`config.mk`:
```
export PLATFORM = sky130hd
export DESIGN_NAME = sv39w_walk
export DESIGN_NICKNAME = d
export VERILOG_FILES = /design/src/rtl/sv39w_pkg.sv /design/src/rtl/sv39w_walk.sv
export SDC_FILE = /design/constraint.sdc
export NUM_CORES = 1
export LEC_CHECK = 0
export ABC_AREA = 0
export ABC_CLOCK_PERIOD_IN_PS = 10150
export BUFFER_PORTS_ARGS = -buffer_cell sky130_fd_sc_hd__buf_2
export CAP_MARGIN = 40
export CELL_PAD_IN_SITES_DETAIL_PLACEMENT = 0
export CELL_PAD_IN_SITES_GLOBAL_PLACEMENT = 2
export CORE_ASPECT_RATIO = 0.6
export CORE_MARGIN = 8
export CORE_UTILIZATION = 32
export DETAILED_ROUTE_END_ITERATION = 8
export PLACE_DENSITY_LB_ADDON = 0.1
export SETUP_SLACK_MARGIN = 0.1
export SLEW_MARGIN = 20
export SYNTH_ARGS = -nofsm -noshare
export SYNTH_HDL_FRONTEND = slang
export SYNTH_SLANG_ARGS = --single-unit
```
`constraint.sdc`:
```
create_clock -name i_clk -period 10.15 [get_ports i_clk]
set_input_delay 0.5075 -clock i_clk [delete_from_list [all_inputs] [get_ports i_clk]]
set_output_delay 0.5075 -clock i_clk [all_outputs]
set_load 0.01 [all_outputs]
```
`src/rtl/sv39w_pkg.sv`:
```
// Shared constants, codes and handshake structs of the Sv39 map and lookup walker.
// No dependencies; every other file of the block imports this package.
`default_nettype none

package sv39w_pkg;

    localparam int TABLE_PAGES_DEF  = 64;
    localparam int ENTRIES_PER_PAGE = 512;
    localparam int IDX_W            = 9;
    localparam int VA_W             = 39;
    localparam int PA_W             = 56;
    localparam int PPN_W            = 44;
    localparam int PROT_W           = 10;
    localparam int ENTRY_W          = 64;
    localparam int STATUS_W         = 2;
    localparam int PTE_PPN_LSB      = 10;
    localparam int PAGE_SHIFT       = 12;

    localparam logic OP_MAP    = 1'b0;
    localparam logic OP_LOOKUP = 1'b1;

    typedef enum logic [STATUS_W-1:0] {
        ST_OK         = 2'd0,
        ST_NOT_MAPPED = 2'd1,
        ST_NO_PAGE    = 2'd2
    } t_status;

    // Access control from the walker to the table store.
    typedef struct packed {
        logic rd_en;
        logic wr_en;
        logic wr_stamp;
    } t_mem_ctl;

    // Registered read word: entry data plus the page-take stamp it was written with.
    typedef struct packed {
        logic               stamp;
        logic [ENTRY_W-1:0] data;
    } t_mem_rsp;

endpackage

`default_nettype wire

```
`src/rtl/sv39w_walk.sv`:
```
// Walk sequencer: issues store reads, checks entries, allocates pages, writes back.
// Depends on sv39w_pkg; drives sv39w_store.
`default_nettype none

module sv39w_walk
    import sv39w_pkg::*;
#(
    parameter int TABLE_PAGES = TABLE_PAGES_DEF
) (
    input  wire logic                                 i_clk,
    input  wire logic                                 i_rst_n,
    input  wire logic                                 i_start,
    input  wire logic                                 i_op,
    input  wire logic [VA_W-1:0]                      i_virt_addr,
    input  wire logic [PA_W-1:0]                      i_phys_addr,
    input  wire logic [PROT_W-1:0]                    i_prot_bits,
    input  wire logic [PPN_W-1:0]                     i_base_ppn,
    input  wire logic                                 i_clearing,
    output logic                                      o_busy,
    output logic                                      o_done,
    output logic [STATUS_W-1:0]                       o_status,
    output logic [ENTRY_W-1:0]                        o_leaf_entry,
    output logic [PA_W-1:0]                           o_entry_paddr,
    output t_mem_ctl                                  o_mem_ctl,
    output logic [$clog2(TABLE_PAGES)+IDX_W-1:0]      o_mem_addr,
    output logic [ENTRY_W-1:0]                        o_mem_wdata,
    input  wire t_mem_rsp                             i_mem_rsp
);

    localparam int PW = $clog2(TABLE_PAGES);
    localparam int NW = $clog2(TABLE_PAGES + 1);

    typedef enum logic [7:0] {
        S_IDLE   = 8'b0000_0001,
        S_RD_L2  = 8'b0000_0010,
        S_RD_L1  = 8'b0000_0100,
        S_RD_L0  = 8'b0000_1000,
        S_ALLOC  = 8'b0001_0000,
        S_WR_L2  = 8'b0010_0000,
        S_WR_L1  = 8'b0100_0000,
        S_WR_L0  = 8'b1000_0000
    } t_state;

    t_state             r_state,   n_state;
    logic               r_op,      n_op;
    logic [IDX_W-1:0]   r_i2,      n_i2;
    logic [IDX_W-1:0]   r_i1,      n_i1;
    logic [IDX_W-1:0]   r_i0,      n_i0;
    logic [PPN_W-1:0]   r_pa_ppn,  n_pa_ppn;
    logic [PROT_W-1:0]  r_prot,    n_prot;
    logic               r_v2,      n_v2;
    logic               r_v1,      n_v1;
    logic [PW-1:0]      r_p1,      n_p1;
    logic [PW-1:0]      r_p0,      n_p0;
    logic [PW-1:0]      r_rd_page, n_rd_page;
    logic [NW-1:0]      r_nf,      n_nf;
    logic               r_done,    n_done;
    t_status            r_status,  n_status;
    logic [ENTRY_W-1:0] r_leaf,    n_leaf;
    logic [PA_W-1:0]    r_paddr,   n_paddr;

    logic               w_stamp_ok;
    logic [ENTRY_W-1:0] w_entry;
    logic               w_valid;
    logic [PPN_W-1:0]   w_off;
    logic               w_inr;
    logic [PW-1:0]      w_page;
    logic [PPN_W-1:0]   w_nf_ppn;
    logic [PPN_W-1:0]   w_p0_ppn;
    logic [NW-1:0]      w_remaining;
    logic [NW-1:0]      w_need;
    logic [NW-1:0]      w_nf_inc;

    // An entry counts only if its stamp matches whether its page has been taken;
    // a page taken after the write therefore reads as zero.
    assign w_stamp_ok  = i_mem_rsp.stamp == (NW'(r_rd_page) < r_nf);
    assign w_entry     = w_stamp_ok ? i_mem_rsp.data : '0;
    assign w_valid     = w_entry[0];
    assign w_off       = w_entry[PTE_PPN_LSB +: PPN_W] - i_base_ppn;
    assign w_inr       = w_off < PPN_W'(TABLE_PAGES);
    assign w_page      = w_off[PW-1:0];
    assign w_nf_ppn    = i_base_ppn + PPN_W'(r_nf);
    assign w_p0_ppn    = i_base_ppn + PPN_W'(r_p0);
    assign w_remaining = NW'(TABLE_PAGES) - r_nf;
    assign w_need      = !r_v2 ? NW'(2) : (!r_v1 ? NW'(1) : NW'(0));
    assign w_nf_inc    = r_nf + NW'(1);

    always_comb begin
        n_state   = r_state;
        n_op      = r_op;
        n_i2      = r_i2;
        n_i1      = r_i1;
        n_i0      = r_i0;
        n_pa_ppn  = r_pa_ppn;
        n_prot    = r_prot;
        n_v2      = r_v2;
        n_v1      = r_v1;
        n_p1      = r_p1;
        n_p0      = r_p0;
        n_rd_page = r_rd_page;
        n_nf      = r_nf;
        n_done    = 1'b0;
        n_status  = r_status;
        n_leaf    = r_leaf;
        n_paddr   = r_paddr;
        o_mem_ctl   = '0;
        o_mem_addr  = '0;
        o_mem_wdata = '0;

        unique case (r_state)
            S_IDLE: begin
                if (i_start && !i_clearing) begin
                    n_op      = i_op;
                    n_i2      = i_virt_addr[30 +: IDX_W];
                    n_i1      = i_virt_addr[21 +: IDX_W];
                    n_i0      = i_virt_addr[PAGE_SHIFT +: IDX_W];
                    n_pa_ppn  = i_phys_addr[PAGE_SHIFT +: PPN_W];
                    n_prot    = i_prot_bits;
                    n_rd_page = '0;
                    o_mem_ctl.rd_en = 1'b1;
                    o_mem_addr = {PW'(0), i_virt_addr[30 +: IDX_W]};
                    n_state   = S_RD_L2;
                end
            end
            S_RD_L2: begin
                n_v2 = w_valid;
                n_v1 = 1'b0;
                if (r_op == OP_MAP && !w_valid) begin
                    n_state = S_ALLOC;
                end else if (!w_valid || !w_inr) begin
                    n_done   = 1'b1;
                    n_status = (r_op == OP_LOOKUP) ? ST_NOT_MAPPED : ST_NO_PAGE;
                    n_leaf   = '0;
                    n_paddr  = '0;
                    n_state  = S_IDLE;
                end else begin
                    n_p1      = w_page;
                    n_rd_page = w_page;
                    o_mem_ctl.rd_en = 1'b1;
                    o_mem_addr = {w_page, r_i1};
                    n_state   = S_RD_L1;
                end
            end
            S_RD_L1: begin
                n_v1 = w_valid;
                if (w_valid && w_inr) begin
                    n_p0 = w_page;
                end
                if (r_op == OP_MAP && !w_valid) begin
                    n_state = S_ALLOC;
                end else if (!w_valid || !w_inr) begin
                    n_done   = 1'b1;
                    n_status = (r_op == OP_LOOKUP) ? ST_NOT_MAPPED : ST_NO_PAGE;
                    n_leaf   = '0;
                    n_paddr  = '0;
                    n_state  = S_IDLE;
                end else if (r_op == OP_MAP) begin
                    n_state = S_ALLOC;
                end else begin
                    n_rd_page = w_page;
                    o_mem_ctl.rd_en = 1'b1;
                    o_mem_addr = {w_page, r_i0};
                    n_state   = S_RD_L0;
                end
            end
            S_RD_L0: begin
                n_done  = 1'b1;
                n_state = S_IDLE;
                if (!w_valid) begin
                    n_status = ST_NOT_MAPPED;
                    n_leaf   = '0;
                    n_paddr  = '0;
                end else begin
                    n_status = ST_OK;
                    n_leaf   = w_entry;
                    n_paddr  = {w_p0_ppn, r_i0, 3'b000};
                end
            end
            S_ALLOC: begin
                // All or nothing: check room for every page before any write.
                if (w_remaining < w_need) begin
                    n_done   = 1'b1;
                    n_status = ST_NO_PAGE;
                    n_leaf   = '0;
                    n_paddr  = '0;
                    n_state  = S_IDLE;
                end else if (!r_v2) begin
                    n_state = S_WR_L2;
                end else if (!r_v1) begin
                    n_state = S_WR_L1;
                end else begin
                    n_state = S_WR_L0;
                end
            end
            S_WR_L2: begin
                n_p1 = r_nf[PW-1:0];
                n_nf = w_nf_inc;
                o_mem_ctl.wr_en    = 1'b1;
                o_mem_ctl.wr_stamp = 1'b1;
                o_mem_addr  = {PW'(0), r_i2};
                o_mem_wdata = {{(ENTRY_W-PPN_W-PTE_PPN_LSB){1'b0}}, w_nf_ppn,
                               {(PTE_PPN_LSB-1){1'b0}}, 1'b1};
                n_state = S_WR_L1;
            end
            S_WR_L1: begin
                n_p0 = r_nf[PW-1:0];
                n_nf = w_nf_inc;
                o_mem_ctl.wr_en    = 1'b1;
                o_mem_ctl.wr_stamp = NW'(r_p1) < w_nf_inc;
                o_mem_addr  = {r_p1, r_i1};
                o_mem_wdata = {{(ENTRY_W-PPN_W-PTE_PPN_LSB){1'b0}}, w_nf_ppn,
                               {(PTE_PPN_LSB-1){1'b0}}, 1'b1};
                n_state = S_WR_L0;
            end
            S_WR_L0: begin
                o_mem_ctl.wr_en    = 1'b1;
                o_mem_ctl.wr_stamp = NW'(r_p0) < r_nf;
                o_mem_addr  = {r_p0, r_i0};
                o_mem_wdata = {{(ENTRY_W-PPN_W-PTE_PPN_LSB){1'b0}}, r_pa_ppn, r_prot};
                n_done   = 1'b1;
                n_status = ST_OK;
                n_leaf   = {{(ENTRY_W-PPN_W-PTE_PPN_LSB){1'b0}}, r_pa_ppn, r_prot};
                n_paddr  = {w_p0_ppn, r_i0, 3'b000};
                n_state  = S_IDLE;
            end
            default: begin
                n_state = S_IDLE;
            end
        endcase
    end

    always_ff @(posedge i_clk) begin
        if (!i_rst_n) begin
            r_state <= S_IDLE;
            r_nf    <= NW'(1);
            r_done  <= 1'b0;
        end else begin
            r_state <= n_state;
            r_nf    <= n_nf;
            r_done  <= n_done;
        end
    end

    always_ff @(posedge i_clk) begin
        r_op      <= n_op;
        r_i2      <= n_i2;
        r_i1      <= n_i1;
        r_i0      <= n_i0;
        r_pa_ppn  <= n_pa_ppn;
        r_prot    <= n_prot;
        r_v2      <= n_v2;
        r_v1      <= n_v1;
        r_p1      <= n_p1;
        r_p0      <= n_p0;
        r_rd_page <= n_rd_page;
        r_status  <= n_status;
        r_leaf    <= n_leaf;
        r_paddr   <= n_paddr;
    end

    assign o_busy        = (r_state != S_IDLE) || i_clearing;
    assign o_done        = r_done;
    assign o_status      = r_status;
    assign o_leaf_entry  = r_leaf;
    assign o_entry_paddr = r_paddr;

endmodule

`default_nettype wire

```
# After elaboration in Yosys (flattened, before gate mapping)

Cells that the tools add are included.

Register bits: 240
Input bits: 219
Output and inout bits: 206
Logic and storage cells: 129

Add/sub/neg operators: 5
Magnitude comparators: 5
Eq/ne operators: 20
Mux-type cells: 60
Bitwise logic cells: 1
Reduce and logical (&&, ||, !) cells: 21

Operators with widths:

| kind                                                | number |
|---|---|
| 2-to-1 mux 64 bit                                   | 5 |
| case mux 64 bit (4 select lines)                    | 1 |
| 2-to-1 mux 56 bit                                   | 4 |
| case mux 56 bit (4 select lines)                    | 1 |
| case mux 54 bit (2 select lines)                    | 1 |
| case mux 15 bit (6 select lines)                    | 1 |
| 2-to-1 mux 15 bit                                   | 5 |
| case mux 8 bit (6 select lines)                     | 1 |
| adder 44 x 6 -> 44 bit                              | 1 |
| adder 44 x 7 -> 44 bit                              | 1 |
| < comparator 44 x 7 -> 1 bit, second input constant | 1 |
| subtractor 44 bit                                   | 1 |
| 2-to-1 mux 6 bit                                    | 7 |
| 2-to-1 mux 8 bit                                    | 4 |
| case mux 6 bit (2 select lines)                     | 2 |
| < comparator 6 x 7 -> 1 bit                         | 3 |
| 2-to-1 mux 5 bit                                    | 4 |
| inequality test 2 bit, second input constant        | 9 |
| case mux 6 bit (3 select lines)                     | 1 |
| 2-to-1 mux 1 bit                                    | 11 |
| 2-to-1 mux 2 bit                                    | 5 |
| 2-to-1 mux 9 bit                                    | 1 |
| equality test 8 x 1 -> 1 bit, second input constant | 1 |
| equality test 8 x 2 -> 1 bit, second input constant | 1 |
| other kinds (29)                                    | 40 |

# Depth between registers and ports, before layout

Gate-level depths: netlist of run 1.

Depth in word-level cells: 10
Depth in mapped cells: 22
Mapped depth without buffers: 20

# Worst setup path after synthesis of run 1

Ideal clock, no wire load.

Path type: flip-flop to flip-flop
From: register r_nf[2]
To: register r_paddr[10] (netlist: o_entry_paddr[10]), enable pin
Setup time: 489 ps
Arrival: 6886 ps
Data required time: 9661 ps
Setup slack: 2776 ps
Stages on the path, launching flop included: 21
Path buffers: 1
Period minus slack after synthesis: 7374 ps
Cells stage by stage: dfxtp_1 > inv_1 > ha_1 > a21o_1 > a31oi_1 > o22ai_1 > xor2_1 > clkbuf_1 > nand2_1 > ha_1 > fa_1 > nand2b_1 > a21oi_4 > o21ai_4 > a21o_2 > a21oi_1 > a221oi_2 > o31ai_1 > xor2_1 > or3_1 > o21a_1

Longest elaborated chain between the ends: 9
Elaborated cells on any way between the ends: 15
Classes of those cells: add/sub (2); order compare (3); eq/ne (4); mux (1); reduce/logical (5)

Ends and longest elaborated chain:

| what                                            | RTL line                             | text |
|---|---|---|
| start, declared                                 | sv39w_walk.sv:56                     | `logic [NW-1:0] r_nf, n_nf;` |
| start signal, assigned                          | sv39w_walk.sv:239                    | `r_nf <= n_nf;` |
| < comparator 6 x 7 -> 1 bit                     | sv39w_walk.sv:76                     | `assign w_stamp_ok = i_mem_rsp.stamp == (NW'(r_rd_page) < r_nf);` |
| equality test 1 bit                             | sv39w_walk.sv:76                     |  |
| 2-to-1 mux 64 bit                               | sv39w_walk.sv:77                     | `assign w_entry = w_stamp_ok ? i_mem_rsp.data : '0;` |
| subtractor 44 bit                               | sv39w_walk.sv:79                     | `assign w_off = w_entry[PTE_PPN_LSB +: PPN_W] - i_base_ppn;` |
| < comparator 44 x 7 -> 1 bit                    | sv39w_walk.sv:80                     | `assign w_inr = w_off < PPN_W'(TABLE_PAGES);` |
| zero test 1 bit                                 | sv39w_walk.sv:130, sv39w_walk.sv:151 |  |
| logical OR 1 bit                                | sv39w_walk.sv:130, sv39w_walk.sv:151 |  |
| inequality test 2 x 1 -> 1 bit (no source line) | --                                   |  |
| AND reduction 4 bit (no source line) *          | --                                   |  |
| end signal, assigned                            | sv39w_walk.sv:258                    | `r_paddr <= n_paddr;` |
| end, declared                                   | sv39w_walk.sv:60                     | `logic [PA_W-1:0] r_paddr, n_paddr;` |

Every way passes the cells marked *; elsewhere a longest branch is shown, timed or not.
A chain may end at the register's enable or synchronous reset.

# Final worst setup path of run 1

From: register r_nf[2]
To: output port o_mem_addr[12]

Longest elaborated chain between the ends: 10
Elaborated cells on any way between the ends: 15
Classes of those cells: add/sub (1); order compare (2); eq/ne (1); mux (7); reduce/logical (4)

Ends and longest elaborated chain:

| what                                 | RTL line                             | text |
|---|---|---|
| < comparator 6 x 7 -> 1 bit *        | sv39w_walk.sv:76                     |  |
| equality test 1 bit *                | sv39w_walk.sv:76                     |  |
| 2-to-1 mux 64 bit *                  | sv39w_walk.sv:77                     |  |
| subtractor 44 bit                    | sv39w_walk.sv:79                     |  |
| < comparator 44 x 7 -> 1 bit         | sv39w_walk.sv:80                     |  |
| zero test 1 bit                      | sv39w_walk.sv:130, sv39w_walk.sv:151 |  |
| logical OR 1 bit                     | sv39w_walk.sv:130, sv39w_walk.sv:151 |  |
| 2-to-1 mux 15 bit (on tied branches) | sv39w_walk.sv:151, sv39w_walk.sv:130 |  |
| 2-to-1 mux 15 bit (on tied branches) | sv39w_walk.sv:149, sv39w_walk.sv:128 |  |
| case mux 15 bit (6 select lines) *   | sv39w_walk.sv:110                    | `unique case (r_state)` |
| end, declared                        | sv39w_walk.sv:25                     | `output logic [$clog2(TABLE_PAGES)+IDX_W-1:0] o_mem_addr,` |

Marked as above.

==> run metrics, run 1 <==
Cells after Synth 1635; Synth cell types 87; measured slew at the worst slew-check pin 0.8065 ns; gr usage total 22.84%; GPL Wtd Cong 0.9172; Critical Path Start Type flip-flop; Clk pin slew, worst setup/hold paths 0.07 ns; Max stage delay cell, worst path nand4b_1; number of port buffers 387; Final ANT Viol Nets 0; CTS tree done; CP Cell Sequence inv_1, ha_1, a21o_1, a31oi_1, o22ai_1, xor2_4, buf_16, buf_4, and2_1, ha_1, a21oi_1, o21a_1, or4_1, o2111ai_1, nor4_1, nand4_1, nor4_1, nand4_1, nor4_1, nand4b_1, buf_4, o31ai_1, buf_2; class of the worst hold path primary input to flip-flop; CP Capture Type output port; Yosys Warn Count 0; vias in the first global route 13800; final setup skew 0.01925 ns; TritonRoute pass-1 iters 5; most used routing layer met1; pwr/cell area 140.8 mW/mm²; post-synthesis sequential area ratio 45.16%; # IOs 425; crit path max fanout 23; Post-CTS Setup Inserts 0; Area Overhead vs Synth 23.55%; Levels on crit path 23; CP dominant cell by count nor4_1; Initial Util 32.29%; delay-heaviest family, CP simple AND/OR/NAND/NOR gates; Netlist Area Pre-Place 0.01540 mm²; DRC Markers 0; hold_buf cts 0; total gr overflow 0; synth cell count leaders 247 x nand2_1, 221 x edfxtp_1, 131 x nor2_1; largest net degree at the start of global routing 54; die area 0.05565 mm²; met3 GRT Util 6.655%; WP data arrival 7.50 ns; routed wire length 66460 µm; Setup TNS Final 0 ns; met1 Usage GRT 34.53%; # rows 62; Pins Over Slew Limit 0; register bit total from synthesis 237; routed len/inst 24.85 µm; M2 GR Usage 31.72%; Die Ht 186.0 µm; CTS resizes 0; Design Area, Final 0.01903 mm²; Max rail drop VDD 0.0001494 V; Setup Crit Path Kind flip-flop to output port; minimum clock period 8.003 ns; # Max-Cap Violations 0; fraction of layout cells with a size suffix above 1 24.42%; Syn Area/Cell 9.422 µm²; Worst Path Buf+Inv 5; most common cell in the synthesized netlist nand2_1; LEAKAGE 7.894 nW; CTS Buffer Depth 3; root buffer cell clkbuf_16; Core Area 0.04771 mm²; worst skew pair latency 0.58 ns; Setup violations, final 0; f_max 124.9 MHz; DP Cell Count 2611; Worst path max stage delay 0.57 ns; post-layout util 39.90%; H-tree depth 1; HPWL Detailed 52930 µm; non-filler cells, final 2674; Yosys top cell by area edfxtp_1; Worst EP required 9.64 ns; final net count 2299; top post-synthesis cells by area edfxtp_1 43%, nand2_1 6.0%, ha_1 6.0%; WHS 0.09358 ns; flop2flop setup slack 2.68 ns; EDFF count, synth 221; vias per inst 5.252; cell depth of the worst flop-to-flop path 22; status finished, final reports clean; routed via count 14040; Synth async-reset ratio 0%; drt initial violations 1332; final period utilization 78.85%; RSZ-0062 raised after global routing no; die boundary width 299.3 µm; Rel. slew slack 45.87%; Synth top area share 43.08%; hold path depth 1; final hold vios 0; CTS Sinks 237; first-pass GRT wire length 94740 µm; Placed Area 0.01804 mm²; Synth Flop Type edfxtp_1; CTS Buf Count 27; antenna violations before repair 16
-- sequential cells by signal (all words and copies together) (netlist names), 2 cells and up --
signal / flops
o_entry_paddr: 53
o_leaf_entry: 64
o_status: 2
r_i0: 9
r_i1: 9
r_i2: 9
r_nf: 7
r_p0: 6
r_p1: 6
r_pa_ppn: 44
r_prot: 10
r_rd_page: 6
r_state: 8
-- placed cells by master, fill, tap and decap left out, drive strengths merged, types with 21 or more instances in the layout --
cell type  instances
buf              409
nand3             30
nor3              33
a22oi             21
edfxtp           221
ha                74
o21ai            120
a21o              28
nand2            248
nor2b             21
nor2             133
inv               82
nand4             35
xnor2             90
a21oi             85
nor4              21
clkbuf            33
and2              68
-- cell type report --
class | instances | area (µm²)
Antenna cell | 11 | 27.53
Clock buffer | 33 | 698.2
Clock inverter | 16 | 207.7
Fill cell | 4961 | 28680
Inverter | 80 | 300.3
Multi-Input combinational cell | 1248 | 7839
Sequential cell | 237 | 6957
Tap cell | 640 | 800.8
Timing Repair Buffer | 409 | 2203
-- worst register-to-register path, cell delays in order (launching register included) --
cell,delay (ns)
dfxtp_1,0.50
inv_1,0.19
ha_1,0.33
a21o_1,0.18
a31oi_1,0.29
o22ai_1,0.33
xor2_4,0.47
buf_16,0.21
buf_4,0.21
and2_1,0.15
ha_1,0.34
a21oi_1,0.34
o21a_1,0.22
or4_1,0.19
o2111ai_1,0.13
nor4_1,0.42
nand4_1,0.15
nor4_1,0.36
nand4_1,0.15
nor4_1,0.29
nand4b_1,0.57
buf_6,0.39
o21ai_1,0.66
-- per-layer routing --
metal / part of all wire, % / vias up
met5: 0.12 / -
met2: 41 / 534
met4: 1.3 / 12
met1: 49 / 6822
met3: 8.8 / 57
li1: - / 6618
-- path summary, 6_finish.rpt --
| path | startpoint | endpoint |
|---|---|---|
| worst max register to register | r_nf[2] | r_p0[3] |
| worst min register to register | r_pa_ppn[11] | o_leaf_entry[21] |
| worst min-delay path | i_phys_addr[26] | r_pa_ppn[14] |
| worst max-delay path | r_nf[2] | o_mem_addr[12] |
-- where the power goes --
| group | leakage, nW | switching [mW] | internal, mW | total [mW] |
|---|---|---|---|---|
| sequential | 2.18 | 0.00916 | 1.10 | 1.10 |
| combinational | 5.28 | 0.351 | 0.190 | 0.541 |
| clock | 0.431 | 0.440 | 0.595 | 1.03 |
-- kinds of logic after synthesis --
kind of cell | synth area share (%)
compound gates | 15.67
xor+xnor | 6.140
other cells | 0.02434
buf+inv | 4.621
mux | 0.5361
fa+ha+maj | 6.400
flops | 45.16
simple gates | 21.45
-- stage by stage --
stage	setup slack, ns	power, mW
detailed placement	2.505	1.650
global route	1.638	2.786
floorplan	2.776	1.463
finish	2.147	2.680
CTS	1.925	2.688
global placement	1.965	1.650
No activity file was read; power rests on OpenSTA's default activity.
==> run 2: changes to the inputs <==
--- a/config.mk
+++ b/config.mk
@@ -6,14 +6,14 @@
 export NUM_CORES = 1
 export LEC_CHECK = 0
 export ABC_AREA = 0
-export ABC_CLOCK_PERIOD_IN_PS = 10150
+export ABC_CLOCK_PERIOD_IN_PS = 7200
 export BUFFER_PORTS_ARGS = -buffer_cell sky130_fd_sc_hd__buf_2
 export CAP_MARGIN = 40
 export CELL_PAD_IN_SITES_DETAIL_PLACEMENT = 0
 export CELL_PAD_IN_SITES_GLOBAL_PLACEMENT = 2
 export CORE_ASPECT_RATIO = 0.6
 export CORE_MARGIN = 8
-export CORE_UTILIZATION = 32
+export CORE_UTILIZATION = 29
 export DETAILED_ROUTE_END_ITERATION = 8
 export PLACE_DENSITY_LB_ADDON = 0.1
 export SETUP_SLACK_MARGIN = 0.1
==> constraint.sdc (replaced) <==
create_clock -name i_clk -period 7.2 [get_ports i_clk]
set_input_delay 0.36 -clock i_clk [delete_from_list [all_inputs] [get_ports i_clk]]
set_output_delay 0.36 -clock i_clk [all_outputs]
set_load 0.01 [all_outputs]
==> run metrics, run 2 (synthesized netlist as in run 1, its figures left out) <==
status finished, final reports clean; Clk pin slew, worst setup/hold paths 0.06 ns; total gr overflow 0; final net count 2411; die boundary width 313.5 µm; gr usage total 21.73%; number of flip-flops in the largest register 64; worst slack at placement 0.6797 ns; Area Overhead vs Synth 30.20%; Critical Path Start Type flip-flop; final hold vios 0; minimum clock period 6.834 ns; Core Area 0.05254 mm²; TritonRoute pass-1 iters 5; root buffer cell clkbuf_16; HPWL Detailed 55480 µm; crit path max fanout 17; CTS Buffer Depth 3; commonest non-fill, non-tap cell in the layout buf_2; WP data arrival 6.47 ns; most frequent cells in the layout 387 x buf_2, 247 x nand2_1, 221 x edfxtp_1, 128 x nor2_1, 98 x o21ai_0; drt initial violations 1192; antenna violations before repair 11; Setup TNS Final 0 ns; CTS Buf Count 26; GPL Wtd Cong 0.8962; RSZ-0062 raised after global routing no; worst skew pair latency 0.59 ns; vias in the first global route 14260; Rel. slew slack 49.85%; routed via count 14420; class of the worst hold path primary input to flip-flop; number of port buffers 387; LEAKAGE 8.341 nW; pwr/cell area 184.2 mW/mm²; routed wire length 69190 µm; vias per inst 5.077; die area 0.06099 mm²; fraction of layout cells with a size suffix above 1 24.94%; Die Ht 194.5 µm; largest net degree at the start of global routing 55; Pins Over Slew Limit 0; Final ANT Viol Nets 0; # Max-Cap Violations 0; first-pass GRT wire length 99920 µm; Worst EP required 6.84 ns; CTS tree done; Max rail drop VDD 0.0001660 V; DRC Markers 0; CTS Sinks 237; # IOs 425; Initial Util 29.32%; Setup Crit Path Kind flip-flop to output port; measured slew at the worst slew-check pin 0.7504 ns; # rows 65; CP Capture Type output port; routed len/inst 24.36 µm; f_max 146.3 MHz; Setup WS post-layout 0.3658 ns; H-tree depth 1; Setup violations, final 0; final period utilization 94.92%; final setup skew 0.03146 ns
run 2: cell types whose count changed in the layout (fill, tap and decap cells not counted), sizes merged:
cell	change
clkbuf	-1
inv	-1
buf	+31
clkinvlp	-2
clkinv	+4
bufinv	-3
diode	-7
dlygate4sd3	+82
run 2: layout make-up:
| class | instances | area, µm² |
|---|---|---|
| flip-flops and latches | 237 | 6957 |
| inverters | 80 | 300.3 |
| fillers | 5485 | 32480 |
| clock buffers | 32 | 673.1 |
| multi-input cells | 1248 | 7885 |
| well taps | 703 | 879.6 |
| clock inverters | 14 | 121.4 |
| repair buffers | 522 | 3231 |
| diodes | 4 | 10.01 |
run 2: metrics by stage:
step	utilization (%)	instances	instance area [µm²]	power (mW)	hold WS [ns]
3_5_place_dp	34.87	2703	18320	2.347	0.5071
3_3_place_gp	34.80	2700	18290	2.349	0.5077
5_1_grt	38.18	2840	20060	3.857	0.02745
4_1_cts	38.01	2834	19970	3.721	0.01005
2_1_floorplan	-	1647	15450	2.062	0.4219
6_report	38.18	2840	20060	3.695	0.04546
run 2: final timing paths:
check	startpoint	to	slack (ns)	cells after the start
worst max-delay path	r_nf[2]	o_mem_addr[9]	0.37	26
worst min-delay path	i_mem_rsp[6]	o_leaf_entry[6]	0.05	2
worst max register to register	r_nf[2]	o_leaf_entry[27]	0.86	22
worst min register to register	r_pa_ppn[3]	o_leaf_entry[13]	0.52	2
run 2: critical path: stages (launching register included):
cell	delay, ns
dfxtp_1	0.33
inv_1	0.11
ha_1	0.33
a21o_1	0.20
a31oi_2	0.24
o22ai_1	0.16
buf_4	0.21
xor2_4	0.17
buf_12	0.15
buf_4	0.18
buf_4	0.17
and2_1	0.15
ha_1	0.43
a21oi_1	0.23
o21ai_0	0.14
a21o_1	0.21
a211o_1	0.29
a21oi_1	0.22
o41ai_2	0.12
xnor2_1	0.17
or3_1	0.36
nor4_1	0.32
nand4b_1	0.14
buf_4	0.19
buf_4	0.18
o31ai_1	0.29
buf_2	0.20
run 2: routing by layer:
metal	global-route usage [%]	wire, µm	up-vias
met1	34.60	35850	7067
met3	5.298	5188	49
met2	29.40	27280	454
met4	3.055	818	12
met5	0	60	-
li1	-	-	6836
run 2: power breakdown:
group | internal, mW | switching, mW | total, mW | leakage (nW)
combinational | 0.315 | 0.510 | 0.825 | 5.77
sequential | 1.54 | 0.0135 | 1.56 | 2.18
clock | 0.704 | 0.609 | 1.31 | 0.393
total | 2.56 | 1.13 | 3.70 | 8.34
run 2: timing repair:
item                       in CTS  in global routing
hold endpoints to repair       82                  0
setup buffers                   3                  1
pin swaps                       0                  2
hold buffers                   82                  0
setup endpoints to repair       2                 16
gates resized for setup         0                 13
==> run 3: changes to the inputs <==
--- a/config.mk
+++ b/config.mk
@@ -6,7 +6,7 @@
 export NUM_CORES = 1
 export LEC_CHECK = 0
 export ABC_AREA = 0
-export ABC_CLOCK_PERIOD_IN_PS = 7200
+export ABC_CLOCK_PERIOD_IN_PS = 5500
 export BUFFER_PORTS_ARGS = -buffer_cell sky130_fd_sc_hd__buf_2
 export CAP_MARGIN = 40
 export CELL_PAD_IN_SITES_DETAIL_PLACEMENT = 0
==> constraint.sdc (replaced) <==
create_clock -name i_clk -period 5.5 [get_ports i_clk]
set_input_delay 0.275 -clock i_clk [delete_from_list [all_inputs] [get_ports i_clk]]
set_output_delay 0.275 -clock i_clk [all_outputs]
set_load 0.01 [all_outputs]
==> run metrics, run 3 (synthesized netlist as in run 1, its figures left out) <==
status complete, but fails checks; failing checks negative setup slack; LEAKAGE 9.541 nW; Setup violations, final 113; f_max 167.3 MHz; # rows 65; root buffer cell clkbuf_16; die area 0.06099 mm²; final hold vios 0; routed len/inst 23.79 µm; vias per inst 5.055; Area Overhead vs Synth 45.59%; WP data arrival 5.70 ns; gr usage total 22.67%; CP Cell Sequence ha_4, a21o_1, a31oi_4, o22ai_4, xor2_4, buf_12, nand2_1, ha_1, fa_2, nand2b_4, a21oi_4, o21ai_4, nand4_1, a41oi_2, buf_4, o41ai_4, xnor2_1, or3_1, nor4_2, nand4b_1, buf_6, buf_4, o21ai_1, buf_2; Worst EP required 5.22 ns; # IOs 425; CTS Buf Count 27; largest net degree at the start of global routing 91; pwr/cell area 233.0 mW/mm²; CP dominant cell by count buf_4; CTS tree done; measured slew at the worst slew-check pin 0.8029 ns; number of port buffers 387; worst r2r dst o_entry_paddr[23]; DRC Markers 0; Pins Over Slew Limit 0; post-layout util 42.69%; final period utilization 108.7%; # Max-Cap Violations 0; Worst setup startpoint r_rd_page[2]; CTS Sinks 237; Setup Crit Path Kind flip-flop to output port; Final ANT Viol Nets 0; FF-to-FF Start r_rd_page[2]; number of flip-flops in the largest register 64; Die Ht 194.5 µm; Worst path max stage delay 0.42 ns; fraction of layout cells with a size suffix above 1 32.77%; vias in the first global route 15330; final net count 2622; Initial Util 29.32%; flop2flop setup slack -0.09 ns; Placed Area 0.01957 mm²; CTS Buffer Depth 3; first-pass GRT wire length 104800 µm; worst slack at placement -0.3860 ns; crit path max fanout 10; Core Area 0.05254 mm²; fill count 5315; DP Cell Count 2858; die boundary width 313.5 µm; hold path depth 3; Setup WS post-layout -0.4761 ns; H-tree depth 1; class of the worst hold path primary input to flip-flop; final setup skew 0.02077 ns; worst skew pair latency 0.59 ns; cell depth of the worst flop-to-flop path 20; HPWL Detailed 57280 µm; non-filler cells, final 3054; RSZ-0062 raised after global routing yes; Max rail drop VDD 0.0002399 V; total gr overflow 0; GPL Wtd Cong 0.9364; TritonRoute pass-1 iters 6; antenna violations before repair 11; drt initial violations 1294; Design Area, Final 0.02243 mm²; Rel. slew slack 46.47%; Critical Path Start Type flip-flop; Clk pin slew, worst setup/hold paths 0.06 ns; routed wire length 72650 µm; most frequent cells in the layout 384 x buf_2, 245 x nand2_1, 221 x edfxtp_1, 208 x buf_4, 125 x nor2_1; CP Capture Point o_mem_addr[2]; Max stage delay cell, worst path edfxtp_1; routed via count 15440; minimum clock period 5.976 ns; CP Capture Type output port; commonest non-fill, non-tap cell in the layout buf_2
[run 3: cell types whose count changed in the layout (fill, tap and decap cells not counted), moves of 6 or more]
cell           before  now
dlygate4sd3_1      82  120
buf_4              47  208
ha_1               70   64
a21oi_1            73   67
ha_4                0    9
[run 3: area by class of cell]
type	count	area (µm²)	area share [%]
Multi-Input combinational cell	1250	8386	37.39
Sequential cell	237	6962	31.04
Timing Repair Buffer	730	5061	22.57
Tap cell	703	879.6	3.922
Clock buffer	32	694.4	3.096
Inverter	80	300.3	1.339
Clock inverter	18	135.1	0.6025
Antenna cell	4	10.01	0.04463
[run 3: layer usage]
metal,up-vias,track usage [%],share of wire (%)
met5,-,0,0.14
met4,16,3.021,1.2
met1,7530,35.86,51
met3,80,5.849,8.2
li1,7269,-,-
met2,543,30.80,39
[run 3: worst min path at each step]
stage                             to  slack [ns]       startpoint
floorplan                    r_nf[0]        0.34          i_rst_n
global placement        r_pa_ppn[11]        0.45  i_phys_addr[23]
finish              o_leaf_entry[23]        0.04    i_mem_rsp[23]
global route        o_leaf_entry[33]        0.03    i_mem_rsp[33]
CTS                 o_leaf_entry[33]       0.004    i_mem_rsp[33]
detailed placement       r_pa_ppn[7]        0.45  i_phys_addr[19]
[run 3: through the flow]
| step | TNS, ns | total power [mW] | hold slack [ns] |
|---|---|---|---|
| 2_1_floorplan | 0 | 2.702 | 0.3369 |
| 3_3_place_gp | -49.11 | 3.298 | 0.4520 |
| 6_report | -12.62 | 5.227 | 0.04135 |
| 3_5_place_dp | -47.54 | 3.292 | 0.4532 |
| 5_1_grt | -41.64 | 5.444 | 0.02828 |
| 4_1_cts | -28.32 | 5.161 | 0.004010 |
[run 3: timing repair]
| action | 4_1_cts | 5_1_grt |
|---|---|---|
| resized for setup | 26 | 69 |
| hold buffers | 120 | 0 |
| pin swaps | 6 | 23 |
| buffers inserted | 6 | 9 |
| endpoints found under the setup margin | 156 | 158 |
| cloned | 5 | 1 |
| endpoints found under the hold margin | 120 | 0 |
[run 3: power breakdown]
group	total, mW	switching, mW	internal, mW	leakage, nW
Clock	1.76	0.800	0.955	0.402
Combinational	1.43	0.789	0.643	6.96
Sequential	2.04	0.0183	2.02	2.18
Total	5.23	1.61	3.62	9.54
[run 3: worst max-delay path: cells and delay by family, from the launching register on]
kind | cells | cell delay (ns)
buffers and inverters | 5 | 0.88
XOR/XNOR | 2 | 0.39
flip-flops | 1 | 0.42
AND/OR/NAND/NOR | 6 | 1.25
adder cells (fa/ha/maj) | 3 | 0.85
AO/OA/AOI/OAI | 8 | 1.30
